[config.mk]
export PLATFORM = sky130hd
export DESIGN_NAME = cau_prep
export DESIGN_NICKNAME = d
export VERILOG_FILES = /design/src/sv/cau_pkg.sv /design/src/sv/cau_prep.sv
export SDC_FILE = /design/constraint.sdc
export NUM_CORES = 2
export LEC_CHECK = 0
export ABC_AREA = 0
export BUFFER_PORTS_ARGS = -buffer_cell sky130_fd_sc_hd__buf_2
export CORE_AREA = 2 2 358 360
export CTS_BUF_LIST = sky130_fd_sc_hd__clkbuf_4 sky130_fd_sc_hd__clkbuf_8
export DETAILED_ROUTE_END_ITERATION = 8
export DIE_AREA = 0 0 360 362
export GPL_TIMING_DRIVEN = 0
export MAX_ROUTING_LAYER = met4
export PLACE_DENSITY = 0.71
export SLEW_MARGIN = 10
export SYNTH_ARGS = -nofsm -noshare
export SYNTH_HDL_FRONTEND = slang
export SYNTH_SLANG_ARGS = --single-unit
[constraint.sdc]
create_clock -name i_clk -period 5.4 [get_ports i_clk]
set_input_delay 0.54 -clock i_clk [delete_from_list [all_inputs] [get_ports i_clk]]
set_output_delay 0.54 -clock i_clk [all_outputs]
set_load 0.02 [all_outputs]
[src/sv/cau_pkg.sv]
`timescale 1ns / 1ps
// ----------------------------------------------------------------------------
// cau_pkg
// widths, opcodes, pipeline payload types and shared helpers of the
// complex arithmetic unit
// ----------------------------------------------------------------------------
package cau_pkg;

    localparam int DW  = 32;
    localparam int FB  = 16;
    localparam int PW  = 2 * DW;
    localparam int SW  = PW + 2;
    localparam int NW  = PW + 1 + FB;
    localparam int QB  = DW + 1;
    localparam int HW  = NW - QB;
    localparam int LAT = 5 + QB;

    typedef enum logic [2:0] {
        OP_ADD  = 3'd0,
        OP_SUB  = 3'd1,
        OP_MUL  = 3'd2,
        OP_DIV  = 3'd3,
        OP_CONJ = 3'd4,
        OP_NEG  = 3'd5,
        OP_INV  = 3'd6,
        OP_NORM = 3'd7
    } t_op;

    typedef enum logic [1:0] {
        ST_OK  = 2'd0,
        ST_DZ  = 2'd1,
        ST_OVF = 2'd2
    } t_status;

    typedef struct packed {
        logic                 ovf;
        logic signed [DW-1:0] val;
    } t_sat;

    typedef struct packed {
        logic                 vld;
        t_op                  op;
        logic signed [DW-1:0] ar;
        logic signed [DW-1:0] ai;
        logic signed [DW-1:0] br;
        logic signed [DW-1:0] bi;
    } t_in;

    typedef struct packed {
        logic                 vld;
        t_op                  op;
        logic signed [DW-1:0] ar;
        logic signed [DW-1:0] ai;
        t_sat                 sr;
        t_sat                 si;
        logic signed [PW-1:0] p_rr;
        logic signed [PW-1:0] p_ii;
        logic signed [PW-1:0] p_ri;
        logic signed [PW-1:0] p_ir;
        logic signed [PW-1:0] d0;
        logic signed [PW-1:0] d1;
    } t_ms;

    typedef struct packed {
        logic                 vld;
        t_op                  op;
        t_sat                 sr;
        t_sat                 si;
        logic signed [SW-1:0] xr;
        logic signed [SW-1:0] xi;
        logic [PW-1:0]        den;
    } t_pa;

    typedef struct packed {
        logic          neg;
        logic          povf;
        logic [QB-1:0] nlo;
        logic [PW-1:0] rem;
        logic [QB-1:0] q;
    } t_lane;

    typedef struct packed {
        logic          vld;
        logic          is_div;
        logic          dz;
        t_sat          sr;
        t_sat          si;
        t_lane         lr;
        t_lane         li;
        logic [PW-1:0] den;
    } t_dv;

    function automatic t_sat sat(input logic signed [SW-1:0] x);
        logic signed [SW-1:0] hi;
        logic signed [SW-1:0] lo;
        t_sat                 r;
        hi = {{(SW-DW+1){1'b0}}, {(DW-1){1'b1}}};
        lo = ~hi;
        r.ovf = 1'b0;
        r.val = x[DW-1:0];
        if (x > hi) begin
            r.ovf = 1'b1;
            r.val = hi[DW-1:0];
        end else if (x < lo) begin
            r.ovf = 1'b1;
            r.val = lo[DW-1:0];
        end
        return r;
    endfunction

    function automatic t_lane div_bit(input t_lane l, input logic [PW-1:0] den);
        logic [PW:0] t;
        logic [PW:0] d;
        logic        ge;
        t_lane       r;
        t  = {l.rem, l.nlo[QB-1]};
        d  = {1'b0, den};
        ge = (t >= d);
        r       = l;
        r.rem   = ge ? PW'(t - d) : t[PW-1:0];
        r.nlo   = {l.nlo[QB-2:0], 1'b0};
        r.q     = {l.q[QB-2:0], ge};
        return r;
    endfunction

    function automatic t_sat fin(input t_lane l);
        logic [QB-1:0] lim;
        logic [QB-1:0] qn;
        logic          big;
        t_sat          r;
        lim   = {2'b01, {(DW-1){1'b0}}};
        big   = l.neg ? (l.q > lim) : (l.q >= lim);
        qn    = l.neg ? -l.q : l.q;
        r.ovf = l.povf | big;
        if (r.ovf) begin
            r.val = l.neg ? {1'b1, {(DW-1){1'b0}}} : {1'b0, {(DW-1){1'b1}}};
        end else begin
            r.val = qn[DW-1:0];
        end
        return r;
    endfunction

endpackage

[src/sv/cau_prep.sv]
`timescale 1ns / 1ps
// ----------------------------------------------------------------------------
// cau_prep
// product sums, rounding of mul and norm, and divider setup
// ----------------------------------------------------------------------------
module cau_prep import cau_pkg::*; (
    input  logic i_clk,
    input  logic i_rst_n,
    input  t_ms  i_d,
    output t_dv  o_d
);

    t_pa r_a;
    t_pa n_a;
    t_dv r_b;
    t_dv n_b;
    logic signed [SW-1:0] w_half;
    logic [SW-1:0]        w_mr;
    logic [SW-1:0]        w_mi;
    logic [NW-1:0]        w_nr;
    logic [NW-1:0]        w_ni;
    logic [HW-1:0]        w_hr;
    logic [HW-1:0]        w_hi;

    // sums of products
    always_comb begin
        n_a     = r_a;
        n_a.vld = i_d.vld;
        n_a.op  = i_d.op;
        n_a.sr  = i_d.sr;
        n_a.si  = i_d.si;
        n_a.den = PW'(i_d.d0) + PW'(i_d.d1);
        case (i_d.op)
            OP_MUL: begin
                n_a.xr = SW'(i_d.p_rr) - SW'(i_d.p_ii);
                n_a.xi = SW'(i_d.p_ri) + SW'(i_d.p_ir);
            end
            OP_DIV: begin
                n_a.xr = SW'(i_d.p_rr) + SW'(i_d.p_ii);
                n_a.xi = SW'(i_d.p_ir) - SW'(i_d.p_ri);
            end
            OP_INV: begin
                n_a.xr = SW'(i_d.ar) <<< FB;
                n_a.xi = -(SW'(i_d.ai) <<< FB);
            end
            OP_NORM: begin
                n_a.xr = SW'(i_d.p_rr) + SW'(i_d.p_ii);
                n_a.xi = '0;
            end
            default: begin
                n_a.xr = '0;
                n_a.xi = '0;
            end
        endcase
    end

    always_ff @(posedge i_clk) begin
        if (!i_rst_n) begin
            r_a.vld <= 1'b0;
        end else begin
            r_a <= n_a;
        end
    end

    // rounding, magnitudes and quotient range check
    always_comb begin
        w_half = {{(SW-FB){1'b0}}, 1'b1, {(FB-1){1'b0}}};
        w_mr   = r_a.xr[SW-1] ? -r_a.xr : r_a.xr;
        w_mi   = r_a.xi[SW-1] ? -r_a.xi : r_a.xi;
        w_nr   = {w_mr[PW:0], {FB{1'b0}}};
        w_ni   = {w_mi[PW:0], {FB{1'b0}}};
        w_hr   = w_nr[NW-1:QB];
        w_hi   = w_ni[NW-1:QB];
        n_b        = r_b;
        n_b.vld    = r_a.vld;
        n_b.is_div = (r_a.op == OP_DIV) || (r_a.op == OP_INV);
        n_b.dz     = (r_a.den == '0);
        n_b.den    = r_a.den;
        if (r_a.op == OP_MUL || r_a.op == OP_NORM) begin
            n_b.sr = sat((r_a.xr + w_half) >>> FB);
            n_b.si = sat((r_a.xi + w_half) >>> FB);
        end else begin
            n_b.sr = r_a.sr;
            n_b.si = r_a.si;
        end
        n_b.lr.neg  = r_a.xr[SW-1];
        n_b.li.neg  = r_a.xi[SW-1];
        n_b.lr.povf = ({{(PW-HW){1'b0}}, w_hr} >= r_a.den);
        n_b.li.povf = ({{(PW-HW){1'b0}}, w_hi} >= r_a.den);
        n_b.lr.rem  = n_b.lr.povf ? '0 : {{(PW-HW){1'b0}}, w_hr};
        n_b.li.rem  = n_b.li.povf ? '0 : {{(PW-HW){1'b0}}, w_hi};
        n_b.lr.nlo  = w_nr[QB-1:0];
        n_b.li.nlo  = w_ni[QB-1:0];
        n_b.lr.q    = '0;
        n_b.li.q    = '0;
    end

    always_ff @(posedge i_clk) begin
        if (!i_rst_n) begin
            r_b.vld <= 1'b0;
        end else begin
            r_b <= n_b;
        end
    end

    assign o_d = r_b;

endmodule

==> out/results.ini <==
[drt]
drtIter0Drc=5335
drc=0
drt_pass1_iterations=6
vias_per_cell=5.82
routedWlPerCell_um=26.5
vias=48095
ant_nets=0
totalWireLength_mm=219

[timing]
worst_slew_margin_rel=0.0760
setup_ws_ps=-569
finalCritPeriodShare=1.11
max_freq_mhz=168
fin_skew_ps=83.2
worstMarginPinSlew_ps=1390
drv_slew=0
finalHoldViolCount=0
period_minus_slack_ps=5970
hold_slack_ps=128
setup_viol=49
rsz0062_at_grt=yes

[setup_path]
critPathLaunchType=flip-flop
cp-end-kind=flip-flop
reg2regPathDepth=26
required_ps=5970
crit_fanout=9
cp_data_arrival_time_ps=6530
timing.rr.start=r_a[66]
critical_path_class=reg -> reg
rrSetupSlack_ps=-570
r2r_end=o_d[135]

[clocking]
clk_latency_ps=790
h-tree-depth=3
cts_buffers=94
tritoncts=done
root_buffer=clkbuf_8
cts_num_sinks=532
clockBufferDepth=3
clkTransAtPathRegs_ps=60

[power]
power_density_nw_per_um2=274
power.total_mw=15.6
intPower_mw=9.38
p_sw_mw=6.21
p_seq_frac=0.360
ir_worst_vdd_v=0.000166
p_clk_frac=0.253
combPwrFrac=0.387
p_sw_frac=0.398
p_leak_nw=24.2

[global_route]
grt_use_met2=0.510
busiest_layer=met2
grtUsageTotal=0.329
grt_max_degree=120
met1_usage=0.409
antenna_found_initial=45
grt_pass1_wl_mm=308
grt.overflow.total=0
grt_pass1_vias=45559
use_met3=0.0604

[placed_design]
post-dp-hpwl_mm=181
pre_cts_ws_ps=-1240
place_congestion=1.05
port-buffer-count=786
place_area_um2=53400

[floorplan]
fp.dieH_um=362
core_area_um2=127000
ios=917
die_area_um2=130000
die_w_um=360
rows=131
start_util=0.369

[finish]
postLayoutCellArea_um2=56900
fillers=12583
utilization=0.449
ff_latch_area_um2=16000
nNetsFinal=7425
final_common_cell=buf_2
drive_above_1_share=0.196
layout_common_cells=buf_2 (804), edfxtp_1 (530), nor2_1 (471), a21oi_1 (465), ha_1 (421)
multi_input_area_um2=28200
syn_to_final_growth_pct=21.8

[logic_synthesis]
synth_edf_count=530
async_flop_share=0
synth_warnings=0
ys_ff_latch=532
ys_seq_area_frac=0.341
syn_avg_cell_area_um2=8.73
synth_ff_type=edfxtp_1
ys_types=88
syn_inst=5354
netlist_area_um2=46700

[worst_hold_path]
hold_depth=2
worstHoldStart=i_d[0]
hp-class=in -> reg
hold_path_end=n_b[0]

[job]
cap_viol_max_count=0

[outcome]
status=finished with violations
violations=setup timing

metal layers:
metal,vias up,wire length [µm]
met3,463,19200
met5,-,0
met1,23206,88100
li1,21956,-
met2,2470,98700
met4,0,13100
sequential cells by signal, indices dropped and copies added (netlist names):
signal	count
o_d	267
r_a	199
n_b	66
area by class of cell:
cell class | instances | area share
Clock inverter | 46 | 0.00671
Inverter | 357 | 0.0235
Tap cell | 1662 | 0.0365
Antenna cell | 47 | 0.00207
Multi-Input combinational cell | 4170 | 0.495
Timing Repair Buffer | 901 | 0.0894
Clock buffer | 128 | 0.0279
Buffer | 422 | 0.0379
Sequential cell | 532 | 0.280
cells by family (layout without fill, tap and decap cells):
family / Yosys count / after routing / synth area share
AOI/OAI and AO/OA: 1683 / 1683 / 0.239
and+or+nand+nor: 1603 / 1603 / 0.169
adders and majority gates: 427 / 427 / 0.115
buffers and inverters: 781 / 1854 / 0.0737
muxes: 10 / 10 / 0.00214
DFF: 532 / 532 / 0.341
xor gates and xnor gates: 317 / 317 / 0.0594
other: 1 / 177 / 0.0000802
per-stage QoR:
stage          TNS (ps)  instances
2_1_floorplan     -2050       5483
6_report         -23860       8265
5_1_grt          -36960       8258
4_1_cts          -22310       8205
3_5_place_dp     -70850       7935
3_3_place_gp   -2341910       7931
worst max-delay path by stage:
| stage | from | endpoint | slack [ps] | cells after the start |
|---|---|---|---|---|
| final | r_a[66] | o_d[135] | -570 | 26 |
| after global routing | r_a[66] | o_d[118] | -750 | 27 |
| after global placement | i_rst_n | o_d[320] | -4420 | 1 |
| after CTS | r_a[67] | o_d[118] | -560 | 26 |
| after floorplan | r_a[67] | o_d[100] | -50 | 25 |
| after detailed placement | r_a[67] | o_d[135] | -1240 | 24 |
critical path, stage by stage (launching register included):
cell and delay, ps:
edfxtp_1 390, or3_4 410, buf_4 160, nor3b_2 290, nand2_2 140, nand4b_1 250, or3_4 450, or3_1 350
or2_1 270, or3_1 300, buf_2 180, o31ai_2 270, xnor2_2 190, ha_1 300, a21o_1 180, a21o_1 170
a21o_1 170, a21oi_1 140, nor2b_1 60, o21ai_1 120, nand2b_1 60, a21oi_1 140, nor2_1 80, a21oi_4 170
buf_12 150, clkbuf_8 130, and3_4 230
repair_timing:
| item | CTS | global route |
|---|---|---|
| gates resized for setup | 67 | 57 |
| hold buffers | 70 | 0 |
| cloned | 2 | 0 |
| setup buffers | 26 | 13 |
| setup endpoints to repair | 99 | 119 |
| hold endpoints to repair | 70 | 0 |
| pin swaps | 10 | 13 |
synth_stat cells (42+ instances only):
| master | count | area [µm²] |
|---|---|---|
| a211oi_1 | 66 | 495 |
| a21o_1 | 138 | 1040 |
| a21oi_1 | 469 | 2350 |
| a221oi_1 | 63 | 552 |
| a31oi_1 | 42 | 263 |
| and3_1 | 81 | 507 |
| buf_4 | 130 | 976 |
| clkbuf_1 | 262 | 983 |
| edfxtp_1 | 530 | 15900 |
| ha_1 | 422 | 5280 |
| inv_1 | 353 | 1330 |
| nand2_1 | 354 | 1330 |
| nand2b_1 | 74 | 463 |
| nand3_1 | 109 | 546 |
| nand4_1 | 92 | 576 |
| nor2_1 | 480 | 1800 |
| nor2b_1 | 55 | 344 |
| nor3_1 | 93 | 465 |
| nor4_1 | 70 | 438 |
| o21a_1 | 50 | 375 |
| o21ai_0 | 284 | 1420 |
| o21bai_1 | 84 | 631 |
| o22ai_1 | 63 | 394 |
| o31ai_1 | 87 | 653 |
| or3_1 | 50 | 313 |
| xnor2_1 | 226 | 1980 |
| xor2_1 | 91 | 797 |
power by group through the flow:
stage	clock network [mW]	logic [mW]	registers [mW]
global placement	0	5.65	5.73
finish	3.94	6.03	5.61
floorplan	0	3.19	5.85
detailed placement	0	5.71	5.68
CTS	4.03	5.84	5.60
global route	4.19	6.42	5.65
No activity file was read; power rests on OpenSTA's default activity.
