--- src/sv/cau_pkg.sv ---
`timescale 1ns / 1ps
// ----------------------------------------------------------------------------
// cau_pkg
// widths, opcodes, pipeline payload types and shared helpers of the
// complex arithmetic unit
// ----------------------------------------------------------------------------
package cau_pkg;

    localparam int DW  = 32;
    localparam int FB  = 16;
    localparam int PW  = 2 * DW;
    localparam int SW  = PW + 2;
    localparam int NW  = PW + 1 + FB;
    localparam int QB  = DW + 1;
    localparam int HW  = NW - QB;
    localparam int LAT = 5 + QB;

    typedef enum logic [2:0] {
        OP_ADD  = 3'd0,
        OP_SUB  = 3'd1,
        OP_MUL  = 3'd2,
        OP_DIV  = 3'd3,
        OP_CONJ = 3'd4,
        OP_NEG  = 3'd5,
        OP_INV  = 3'd6,
        OP_NORM = 3'd7
    } t_op;

    typedef enum logic [1:0] {
        ST_OK  = 2'd0,
        ST_DZ  = 2'd1,
        ST_OVF = 2'd2
    } t_status;

    typedef struct packed {
        logic                 ovf;
        logic signed [DW-1:0] val;
    } t_sat;

    typedef struct packed {
        logic                 vld;
        t_op                  op;
        logic signed [DW-1:0] ar;
        logic signed [DW-1:0] ai;
        logic signed [DW-1:0] br;
        logic signed [DW-1:0] bi;
    } t_in;

    typedef struct packed {
        logic                 vld;
        t_op                  op;
        logic signed [DW-1:0] ar;
        logic signed [DW-1:0] ai;
        t_sat                 sr;
        t_sat                 si;
        logic signed [PW-1:0] p_rr;
        logic signed [PW-1:0] p_ii;
        logic signed [PW-1:0] p_ri;
        logic signed [PW-1:0] p_ir;
        logic signed [PW-1:0] d0;
        logic signed [PW-1:0] d1;
    } t_ms;

    typedef struct packed {
        logic                 vld;
        t_op                  op;
        t_sat                 sr;
        t_sat                 si;
        logic signed [SW-1:0] xr;
        logic signed [SW-1:0] xi;
        logic [PW-1:0]        den;
    } t_pa;

    typedef struct packed {
        logic          neg;
        logic          povf;
        logic [QB-1:0] nlo;
        logic [PW-1:0] rem;
        logic [QB-1:0] q;
    } t_lane;

    typedef struct packed {
        logic          vld;
        logic          is_div;
        logic          dz;
        t_sat          sr;
        t_sat          si;
        t_lane         lr;
        t_lane         li;
        logic [PW-1:0] den;
    } t_dv;

    function automatic t_sat sat(input logic signed [SW-1:0] x);
        logic signed [SW-1:0] hi;
        logic signed [SW-1:0] lo;
        t_sat                 r;
        hi = {{(SW-DW+1){1'b0}}, {(DW-1){1'b1}}};
        lo = ~hi;
        r.ovf = 1'b0;
        r.val = x[DW-1:0];
        if (x > hi) begin
            r.ovf = 1'b1;
            r.val = hi[DW-1:0];
        end else if (x < lo) begin
            r.ovf = 1'b1;
            r.val = lo[DW-1:0];
        end
        return r;
    endfunction

    function automatic t_lane div_bit(input t_lane l, input logic [PW-1:0] den);
        logic [PW:0] t;
        logic [PW:0] d;
        logic        ge;
        t_lane       r;
        t  = {l.rem, l.nlo[QB-1]};
        d  = {1'b0, den};
        ge = (t >= d);
        r       = l;
        r.rem   = ge ? PW'(t - d) : t[PW-1:0];
        r.nlo   = {l.nlo[QB-2:0], 1'b0};
        r.q     = {l.q[QB-2:0], ge};
        return r;
    endfunction

    function automatic t_sat fin(input t_lane l);
        logic [QB-1:0] lim;
        logic [QB-1:0] qn;
        logic          big;
        t_sat          r;
        lim   = {2'b01, {(DW-1){1'b0}}};
        big   = l.neg ? (l.q > lim) : (l.q >= lim);
        qn    = l.neg ? -l.q : l.q;
        r.ovf = l.povf | big;
        if (r.ovf) begin
            r.val = l.neg ? {1'b1, {(DW-1){1'b0}}} : {1'b0, {(DW-1){1'b1}}};
        end else begin
            r.val = qn[DW-1:0];
        end
        return r;
    endfunction

endpackage

--- src/sv/cau_div_step.sv ---
`timescale 1ns / 1ps
// ----------------------------------------------------------------------------
// cau_div_step
// one restoring division bit for the real and imaginary quotients
// ----------------------------------------------------------------------------
module cau_div_step import cau_pkg::*; (
    input  logic i_clk,
    input  logic i_rst_n,
    input  t_dv  i_d,
    output t_dv  o_d
);

    t_dv r_d;
    t_dv n_d;

    always_comb begin
        n_d    = i_d;
        n_d.lr = div_bit(i_d.lr, i_d.den);
        n_d.li = div_bit(i_d.li, i_d.den);
    end

    always_ff @(posedge i_clk) begin
        if (!i_rst_n) begin
            r_d.vld <= 1'b0;
        end else begin
            r_d <= n_d;
        end
    end

    assign o_d = r_d;

endmodule

--- config.mk ---
export PLATFORM = sky130hd
export DESIGN_NAME = cau_div_step
export DESIGN_NICKNAME = d
export VERILOG_FILES = /design/src/sv/cau_pkg.sv /design/src/sv/cau_div_step.sv
export SDC_FILE = /design/constraint.sdc
export NUM_CORES = 1
export LEC_CHECK = 0
export BUFFER_PORTS_ARGS = -buffer_cell sky130_fd_sc_hd__buf_2
export CAP_MARGIN = 40
export CORE_AREA = 2 2 306 308
export CTS_CLUSTER_DIAMETER = 150
export DETAILED_ROUTE_END_ITERATION = 16
export DIE_AREA = 0 0 308 310
export MAX_ROUTING_LAYER = met4
export REMOVE_ABC_BUFFERS = 1
export SETUP_SLACK_MARGIN = 0.3
export SKIP_LAST_GASP = 1
export SYNTH_ARGS = -nofsm -noshare
export SYNTH_HDL_FRONTEND = slang
export SYNTH_SLANG_ARGS = --single-unit
export TNS_END_PERCENT = 1
--- constraint.sdc ---
create_clock -name i_clk -period 6.5 [get_ports i_clk]
set_clock_uncertainty 0.15 [all_clocks]
set_input_delay 1.3 -clock i_clk [delete_from_list [all_inputs] [get_ports i_clk]]
set_output_delay 1.3 -clock i_clk [all_outputs]
set_load 0.02 [all_outputs]
==> report_table.html, run 1 <==
<table>
<tr><th>Metric</th><th>Value</th></tr>
<tr><th colspan="2">Finish</th></tr>
<tr><td>Area added between synthesis and finish</td><td>32.1%</td></tr>
<tr><td>Total area of multi-input combinational cells</td><td>8960 um^2</td></tr>
<tr><td>Footprint of the flip-flops and latches</td><td>~12000 um^2</td></tr>
<tr><td>Count of nets after finishing</td><td>roughly 3200</td></tr>
<tr><td>Final instance area</td><td>28500 um^2</td></tr>
<tr><td>Fillers</td><td>9657</td></tr>
<tr><td>Proportion of layout cells with a drive suffix above 1</td><td>between 30% and 40%</td></tr>
<tr><td>Number of standard cells in the final layout excluding fillers</td><td>roughly 4000</td></tr>
<tr><td>Number of flip-flops under the largest register name</td><td>395</td></tr>
<tr><th colspan="2">Die</th></tr>
<tr><td># rows</td><td>around 110</td></tr>
<tr><td>Die X</td><td>approximately 310 um</td></tr>
<tr><td>Die height</td><td>310 um</td></tr>
<tr><td>Total Die Area</td><td>around 95000 um^2</td></tr>
<tr><td>Core outline area</td><td>about 92000 um^2</td></tr>
<tr><td>Top Ports</td><td>about 800</td></tr>
<tr><td>Effective utilization at floorplan</td><td>between 20% and 30%</td></tr>
<tr><th colspan="2">Placed design</th></tr>
<tr><td>Final Wtd Congestion</td><td>about 0.96</td></tr>
<tr><td>HPWL reported at the end of detailed placement</td><td>approximately 83000 um</td></tr>
<tr><td>Place WS</td><td>943 ps</td></tr>
<tr><td>Area of placed instances</td><td>26800 um^2</td></tr>
<tr><td>Inst Count DP</td><td>just under 4000</td></tr>
<tr><td># port buffers</td><td>~790</td></tr>
<tr><th colspan="2">Pwr</th></tr>
<tr><td>Leakage</td><td>around 12 nW</td></tr>
<tr><td>Worst IR Drop VDD</td><td>around 0.22 mV</td></tr>
<tr><td>Power density relative to cell area</td><td>284 nW/um^2</td></tr>
<tr><th colspan="2">Timing</th></tr>
<tr><td>Setup repair after global routing missed its margin</td><td>false</td></tr>
<tr><td>Shortest period the worst path allows</td><td>4930 ps</td></tr>
<tr><td>Final WS setup</td><td>1570 ps</td></tr>
<tr><td>Slew of the pin with the lowest slew margin</td><td>about 850 ps</td></tr>
<tr><td>Final critical-path share of the clock period</td><td>between 70% and 80%</td></tr>
<tr><td>Final number of hold-violating endpoints</td><td>0</td></tr>
<tr><td>Max transition margin</td><td>43.2%</td></tr>
<tr><td>Worst hold slack after final layout</td><td>around 670 ps</td></tr>
<tr><td>Fmax</td><td>203 MHz</td></tr>
<tr><td>Final-report setup violation count</td><td>0</td></tr>
<tr><td>Max Slew Vio Count</td><td>0</td></tr>
<tr><td>Post-Route Setup TNS</td><td>0 ps</td></tr>
<tr><th colspan="2">Clocking</th></tr>
<tr><td>Post-CTS repair timing setup buffer count</td><td>0</td></tr>
<tr><td>Number of H-tree levels</td><td>2</td></tr>
<tr><td>Buffer levels on the longest clock path</td><td>3</td></tr>
<tr><td>Buffer cell driving the clock tree root</td><td>sky130_fd_sc_hd__clkbuf_16</td></tr>
<tr><td>Hold buffer count at CTS</td><td>0</td></tr>
<tr><td>Clock-pin slew reported for the worst setup and hold paths after clock tree synthesis</td><td>roughly 60 ps</td></tr>
<tr><td>CTS buffer count</td><td>between 50 and 60</td></tr>
<tr><td>Clock tree from TritonCTS</td><td>built</td></tr>
<tr><td>Count of clock tree sinks</td><td>395</td></tr>
<tr><td>Resized Gates After CTS</td><td>0</td></tr>
<tr><th colspan="2">Setup path</th></tr>
<tr><td>Critical Path Sink Type</td><td>flip-flop</td></tr>
<tr><td>WS Path Type</td><td>in2reg</td></tr>
<tr><td>Data arrival time at the worst-slack endpoint</td><td>5170 ps</td></tr>
<tr><td>Max FO, Critical Path</td><td>between 80 and 90</td></tr>
<tr><td>Worst setup path startpoint</td><td>i_d[25]</td></tr>
<tr><td>Startpoint Class</td><td>input port</td></tr>
<tr><td>Required time at the worst-slack endpoint</td><td>approximately 6700 ps</td></tr>
<tr><th colspan="2">Global routing</th></tr>
<tr><td>Wire length of the first global-routing pass</td><td>roughly 130000 um</td></tr>
<tr><td>Maximum number of pins on one net before global-route repair</td><td>around 140</td></tr>
<tr><td>Via count of the first global-routing pass</td><td>between 15000 and 20000</td></tr>
<tr><td>GRT Resource Usage Total</td><td>between 20% and 30%</td></tr>
<tr><td>Grt ovf</td><td>0</td></tr>
<tr><td>Antenna violations before repair</td><td>44</td></tr>
<tr><th colspan="2">Yosys</th></tr>
<tr><td>Xor/xnor share of the synthesized area</td><td>4.79%</td></tr>
<tr><td>Adder-Cell Fraction of Synth Area</td><td>under 10%</td></tr>
<tr><td>Area of the mapped netlist</td><td>21600 um^2</td></tr>
<tr><td>Synthesized flop and latch total</td><td>between 300 and 400</td></tr>
<tr><td>Simple-gate area share of the yosys netlist</td><td>between 10 and 15%</td></tr>
<tr><td>Distinct cells, synth</td><td>86</td></tr>
<tr><td>Dominant cell by count in the synthesized netlist</td><td>sky130_fd_sc_hd__edfxtp_1</td></tr>
<tr><td>Cell type with the largest total area after synthesis</td><td>sky130_fd_sc_hd__edfxtp_1</td></tr>
<tr><td>Post-synth EDFFs</td><td>around 390</td></tr>
<tr><td>Top-area cell type share of the netlist area</td><td>between 50% and 60%</td></tr>
<tr><td>Mapped Avg Cell Area</td><td>about 11 um^2</td></tr>
<tr><td>Proportion of synthesized flip-flops having asynchronous set or reset</td><td>0%</td></tr>
<tr><td>Mux cell area share after synthesis</td><td>between 1.5 and 2%</td></tr>
<tr><td>Most area-consuming cells after synthesis</td><td>sky130_fd_sc_hd__edfxtp_1, sky130_fd_sc_hd__ha_1, sky130_fd_sc_hd__a21oi_1</td></tr>
<tr><td>Fraction of the mapped netlist area in compound gates</td><td>about 16%</td></tr>
<tr><td>Yosys synthesis warning count</td><td>0</td></tr>
<tr><td>Combinational family with the most area after synthesis</td><td>compound AO/OA/AOI/OAI gates</td></tr>
<tr><td>Post-synthesis cell count</td><td>1923</td></tr>
<tr><td>Sequential element share of the synthesized area</td><td>roughly 55%</td></tr>
<tr><td>Most used flip-flop cell after synthesis</td><td>sky130_fd_sc_hd__edfxtp_1</td></tr>
<tr><td>Cell types with the highest counts after synthesis</td><td>sky130_fd_sc_hd__edfxtp_1, sky130_fd_sc_hd__a21oi_1, sky130_fd_sc_hd__nor2_1</td></tr>
<tr><th colspan="2">Run status</th></tr>
<tr><td>Result of the run</td><td>finished, final reports clean</td></tr>
<tr><th colspan="2">Detailed routing</th></tr>
<tr><td>Total routed wirelength</td><td>99400 um</td></tr>
<tr><td>DRT antenna net count</td><td>0</td></tr>
<tr><td>Via/cell ratio</td><td>between 4 and 5</td></tr>
<tr><td>Drt wl/cell</td><td>25.1 um</td></tr>
<tr><td>Number of search-and-repair iterations in the first detailed-routing pass</td><td>5</td></tr>
<tr><td>Detailed Route Iter0 Violations</td><td>around 1400</td></tr>
<tr><td>DRC viols</td><td>0</td></tr>
<tr><td>Total number of vias</td><td>roughly 19000</td></tr>
<tr><th colspan="2">Run</th></tr>
<tr><td>Number of max-capacitance violations reported</td><td>0</td></tr>
<tr><th colspan="2">Hold path</th></tr>
<tr><td>HP Start</td><td>i_d[178]</td></tr>
<tr><td>Min-Delay Path Class</td><td>in2reg</td></tr>
</table>
-- stage by stage --
step / util [%] / total power, mW
2_1_floorplan: - / 4.45
3_3_place_gp: 28.9 / 5.32
3_5_place_dp: 28.9 / 5.32
6_report: 30.8 / 8.10
4_1_cts: 30.7 / 8.20
5_1_grt: 30.8 / 8.44
-- layer usage --
metal,up-vias,wire length [um],track usage [%]
met3,166,7730,5.53
met2,766,47000,33.1
met5,-,0,-
met4,0,3980,7.39
li1,8798,-,-
met1,9130,40700,24.3
-- critical path: stages --
cell	delay, ps
sky130_fd_sc_hd__buf_2	80
sky130_fd_sc_hd__inv_1	160
sky130_fd_sc_hd__ha_1	520
sky130_fd_sc_hd__nand4_1	220
sky130_fd_sc_hd__nor4_2	560
sky130_fd_sc_hd__nand3_1	130
sky130_fd_sc_hd__o22ai_1	600
sky130_fd_sc_hd__o21ai_1	150
sky130_fd_sc_hd__nand2_1	140
sky130_fd_sc_hd__a21oi_1	180
sky130_fd_sc_hd__o31ai_4	270
sky130_fd_sc_hd__buf_12	350
sky130_fd_sc_hd__mux2_1	380
-- layout by cell type, fill, tap and decap left out, drive strengths merged, types with 10 or more instances in the layout --
cell      n
o21ai    99
a21oi   246
clkbuf   62
ha      128
xnor2    63
o31ai    12
mux2     34
and2     10
o211ai   13
nor3     29
nand2   131
diode    24
nand2b   16
a211oi   15
buf     803
nor2b    11
inv      97
o21bai   30
and3     15
nand4    39
nand3    33
a21o     52
xor2     55
a31oi    19
edfxtp  394
nor2    185
clkinv   23
o21a     14
-- final timing paths --
kind	end	depth (start not counted)	slack, ps
worst min-delay path	o_d[179]	1	670
worst max-delay path	o_d[241]	13	1570
-- where the power goes --
group / switching [mW] / leakage (nW) / internal (mW)
clock: 1.24 / 0.795 / 1.59
combinational: 1.37 / 7.35 / 0.689
sequential: 0.0778 / 3.87 / 3.14
-- area by class of cell --
type                            instances  share of cell area, %
Sequential cell                       395                   41.6
Clock buffer                           62                   4.78
Clock inverter                         33                   1.02
Multi-Input combinational cell       1356                   31.5
Timing Repair Buffer                  803                   14.4
Tap cell                             1197                   5.26
Antenna cell                           24                  0.211
Inverter                               93                   1.23
-- kinds of logic (layout without fill, tap and decap cells) --
kind of cell / Yosys count / count (layout)
multiplexers: 35 / 35
adder cells (fa/ha/maj): 130 / 130
other: 1 / 26
AO/OA/AOI/OAI: 566 / 566
AND/OR/NAND/NOR: 505 / 505
buffers and inverters: 173 / 991
XOR/XNOR: 118 / 118
flip-flops: 395 / 395
No activity file was read; power rests on OpenSTA's default activity.
==> inputs of run 2 (changes only) <==
==> constraint.sdc (replaced) <==
create_clock -name i_clk -period 4.9 [get_ports i_clk]
set_clock_uncertainty 0.15 [all_clocks]
set_input_delay 0.98 -clock i_clk [delete_from_list [all_inputs] [get_ports i_clk]]
set_output_delay 0.98 -clock i_clk [all_outputs]
set_load 0.02 [all_outputs]
==> report_table.html, run 2 (synthesis gave the netlist of run 1 again) <==
<table>
<tr><th>Metric</th><th>Value</th></tr>
<tr><th colspan="2">Run status</th></tr>
<tr><td>Result of the run</td><td>finished, final reports clean</td></tr>
<tr><th colspan="2">Setup path</th></tr>
<tr><td>Cell family with most CP delay</td><td>compound AO/OA/AOI/OAI gates</td></tr>
<tr><td>Cell at the slowest stage of the critical path</td><td>sky130_fd_sc_hd__ha_1</td></tr>
<tr><td>Delay of the slowest cell on the worst path</td><td>490 ps (-110 ps)</td></tr>
<tr><td>Buffers and inverters on the worst path</td><td>4 (+1)</td></tr>
<tr><td>Worst setup path startpoint</td><td>i_d[38]</td></tr>
<tr><td>Critical path cell sequence</td><td>buf_2, inv_1, ha_1, nand4_1, nor4_2, buf_4, and3_1, o2111a_1, o21ai_1, nand2_1, a21oi_1, o31ai_4, buf_4, mux2_2</td></tr>
<tr><td>Required time at the worst-slack endpoint</td><td>5130 ps (-1610 ps)</td></tr>
<tr><td>Data arrival time at the worst-slack endpoint</td><td>4260 ps (-910 ps)</td></tr>
<tr><td>Startpoint Class</td><td>input port</td></tr>
<tr><td>Most used cell along the critical path</td><td>sky130_fd_sc_hd__buf_4</td></tr>
<tr><td>WS Path Type</td><td>in2reg</td></tr>
<tr><td>Critical Path Sink Type</td><td>flip-flop</td></tr>
<tr><td>Max FO, Critical Path</td><td>35 (-60%)</td></tr>
<tr><th colspan="2">Die</th></tr>
<tr><td>Top Ports</td><td>796 (unchanged)</td></tr>
<tr><td># rows</td><td>112 (unchanged)</td></tr>
<tr><td>Die X</td><td>308 um (unchanged)</td></tr>
<tr><td>Die height</td><td>310 um (unchanged)</td></tr>
<tr><td>Total Die Area</td><td>95500 um^2 (unchanged)</td></tr>
<tr><td>Effective utilization at floorplan</td><td>23.3% (unchanged)</td></tr>
<tr><td>Core outline area</td><td>92500 um^2 (unchanged)</td></tr>
<tr><th colspan="2">Pwr</th></tr>
<tr><td>Switching share of power</td><td>32.4% (-0.72 points)</td></tr>
<tr><td>Combinational share of power</td><td>25.5% (about the same)</td></tr>
<tr><td>Leakage</td><td>12.2 nW (+1.7%)</td></tr>
<tr><td>Int Power</td><td>7.33 mW (+35%)</td></tr>
<tr><td>Power density relative to cell area</td><td>377 nW/um^2 (+32%)</td></tr>
<tr><td>Net Switching</td><td>3.52 mW (+31%)</td></tr>
<tr><td>Worst IR Drop VDD</td><td>0.233 mV (+6.8%)</td></tr>
<tr><td>Sequential fraction of design power</td><td>39.3% (-0.4 points)</td></tr>
<tr><td>Part of the total power dissipated in the clock network</td><td>35.1% (+0.2 points)</td></tr>
<tr><th colspan="2">Detailed routing</th></tr>
<tr><td>Drt wl/cell</td><td>24.9 um (-0.66%)</td></tr>
<tr><td>Total number of vias</td><td>18790 (-0.37%)</td></tr>
<tr><td>Via/cell ratio</td><td>4.70 (-1.3%)</td></tr>
<tr><td>Number of search-and-repair iterations in the first detailed-routing pass</td><td>5 (unchanged)</td></tr>
<tr><td>DRC viols</td><td>0 (unchanged)</td></tr>
<tr><td>DRT antenna net count</td><td>0 (unchanged)</td></tr>
<tr><td>Detailed Route Iter0 Violations</td><td>1306 (-8.2%)</td></tr>
<tr><td>Total routed wirelength</td><td>99700 um (+0.24%)</td></tr>
<tr><th colspan="2">Clocking</th></tr>
<tr><td>Clock-pin slew reported for the worst setup and hold paths after clock tree synthesis</td><td>60 ps (about the same)</td></tr>
<tr><td>Clock tree from TritonCTS</td><td>built</td></tr>
<tr><td>Resized Gates After CTS</td><td>0 (unchanged)</td></tr>
<tr><td>Count of clock tree sinks</td><td>395 (unchanged)</td></tr>
<tr><td>Hold buffer count at CTS</td><td>0 (unchanged)</td></tr>
<tr><td>CTS buffer count</td><td>48 (-9.4%)</td></tr>
<tr><td>Buffer levels on the longest clock path</td><td>3 (unchanged)</td></tr>
<tr><td>Buffer cell driving the clock tree root</td><td>sky130_fd_sc_hd__clkbuf_16</td></tr>
<tr><td>Number of H-tree levels</td><td>2 (unchanged)</td></tr>
<tr><td>Post-CTS repair timing setup buffer count</td><td>0 (unchanged)</td></tr>
<tr><th colspan="2">Placed design</th></tr>
<tr><td># port buffers</td><td>791 (unchanged)</td></tr>
<tr><td>Final Wtd Congestion</td><td>0.939 (-2.4%)</td></tr>
<tr><td>Inst Count DP</td><td>3884 (+1.0%)</td></tr>
<tr><td>HPWL reported at the end of detailed placement</td><td>83700 um (+1.2%)</td></tr>
<tr><th colspan="2">Global routing</th></tr>
<tr><td>Maximum number of pins on one net before global-route repair</td><td>98 (-31%)</td></tr>
<tr><td>GRT Resource Usage Total</td><td>20.4% (+0.042 points)</td></tr>
<tr><td>Antenna violations before repair</td><td>46 (+4.5%)</td></tr>
<tr><td>Wire length of the first global-routing pass</td><td>134000 um (+0.16%)</td></tr>
<tr><td>Grt ovf</td><td>0 (unchanged)</td></tr>
<tr><td>Via count of the first global-routing pass</td><td>18176 (+0.93%)</td></tr>
<tr><th colspan="2">Hold path</th></tr>
<tr><td>Min-Delay Path Class</td><td>in2reg</td></tr>
<tr><td>HP Start</td><td>i_d[300]</td></tr>
<tr><td>Worst min-delay path endpoint</td><td>o_d[301]</td></tr>
<tr><td>Cell count of the worst hold path</td><td>1 (unchanged)</td></tr>
<tr><th colspan="2">Finish</th></tr>
<tr><td>Most used cells in the layout excluding fill and tap cells</td><td>sky130_fd_sc_hd__buf_2, sky130_fd_sc_hd__edfxtp_1, sky130_fd_sc_hd__a21oi_1</td></tr>
<tr><td>Area added between synthesis and finish</td><td>33.7%</td></tr>
<tr><td>Utilization after layout</td><td>31.2% (+0.37 points)</td></tr>
<tr><td>Number of standard cells in the final layout excluding fillers</td><td>3999 (+0.91%)</td></tr>
<tr><td>Fillers</td><td>9622 (-0.36%)</td></tr>
<tr><td>Leading cell type in the layout, fill and taps excluded</td><td>sky130_fd_sc_hd__buf_2</td></tr>
<tr><td>Count of nets after finishing</td><td>3266 (+1.1%)</td></tr>
<tr><td>Number of flip-flops under the largest register name</td><td>395 (unchanged)</td></tr>
<tr><td>Proportion of layout cells with a drive suffix above 1</td><td>34.6% (+0.98 points)</td></tr>
<tr><th colspan="2">Run</th></tr>
<tr><td>Number of max-capacitance violations reported</td><td>0 (unchanged)</td></tr>
<tr><th colspan="2">Timing</th></tr>
<tr><td>Slew of the pin with the lowest slew margin</td><td>933 ps (+81.8 ps)</td></tr>
<tr><td>Final critical-path share of the clock period</td><td>82.2%</td></tr>
<tr><td>Shortest period the worst path allows</td><td>about 4000 ps</td></tr>
<tr><td>Final number of hold-violating endpoints</td><td>0 (unchanged)</td></tr>
<tr><td>Fmax</td><td>about 250 MHz</td></tr>
<tr><td>Max Slew Vio Count</td><td>0 (unchanged)</td></tr>
<tr><td>Final-report setup violation count</td><td>0 (unchanged)</td></tr>
<tr><td>Setup repair after global routing missed its margin</td><td>false</td></tr>
<tr><td>Max transition margin</td><td>37.8% (-5.5 points)</td></tr>
</table>
-- run 2: cell count changes in the layout (fill, tap and decap cells not counted), sizes merged --
cell and change:
bufinv +5, clkbuf -7, buf +40, clkinvlp +3, clkinv -6, diode +1
-- run 2: per-stage QoR --
step / setup TNS (ps) / area (um^2) / setup WS (ps) / power (mW) / hold slack [ps]
after floorplan: -178520 / 21200 / -2560 / 5.91 / 929
after global placement: 0 / 27100 / 239 / 7.11 / 1010
after detailed placement: 0 / 27100 / 193 / 7.11 / 1010
after CTS: 0 / 28800 / 879 / 11.0 / 325
after global routing: 0 / 28800 / 641 / 11.3 / 341
final: 0 / 28800 / 871 / 10.9 / 365
-- run 2: power groups by stage --
stage | Sequential [mW] | Combinational (mW) | Clock, mW
6_report | 4.27 | 2.77 | 3.81
5_1_grt | 4.30 | 2.98 | 4.02
4_1_cts | 4.27 | 2.79 | 3.92
3_5_place_dp | 4.33 | 2.77 | 0
3_3_place_gp | 4.33 | 2.78 | 0
2_1_floorplan | 4.80 | 1.11 | 0
-- run 2: worst max path at each step --
stage	to	slack (ps)	depth (start not counted)
after floorplan	o_d[64]	-2560	10
after global placement	o_d[285]	240	14
after detailed placement	o_d[274]	190	14
after CTS	o_d[274]	880	14
after global routing	o_d[143]	640	14
final	o_d[274]	870	14
-- run 2: routing by layer --
layer  global-route usage [%]  wire (um)  vias up
li1                         -          -     8879
met1                     24.4      41300     9062
met2                     33.0      47300      714
met3                     5.60       7440      135
met4                     7.54       3570        0
met5                        -          0        -
-- run 2: cell type report --
cell class	count	area, um^2	area share (%)
Clock inverter	35	407	1.41
Antenna cell	25	62.6	0.217
Sequential cell	395	11900	41.1
Multi-Input combinational cell	1356	8960	31.1
Clock buffer	55	1250	4.33
Inverter	93	349	1.21
Tap cell	1197	1500	5.20
Timing Repair Buffer	843	4450	15.4
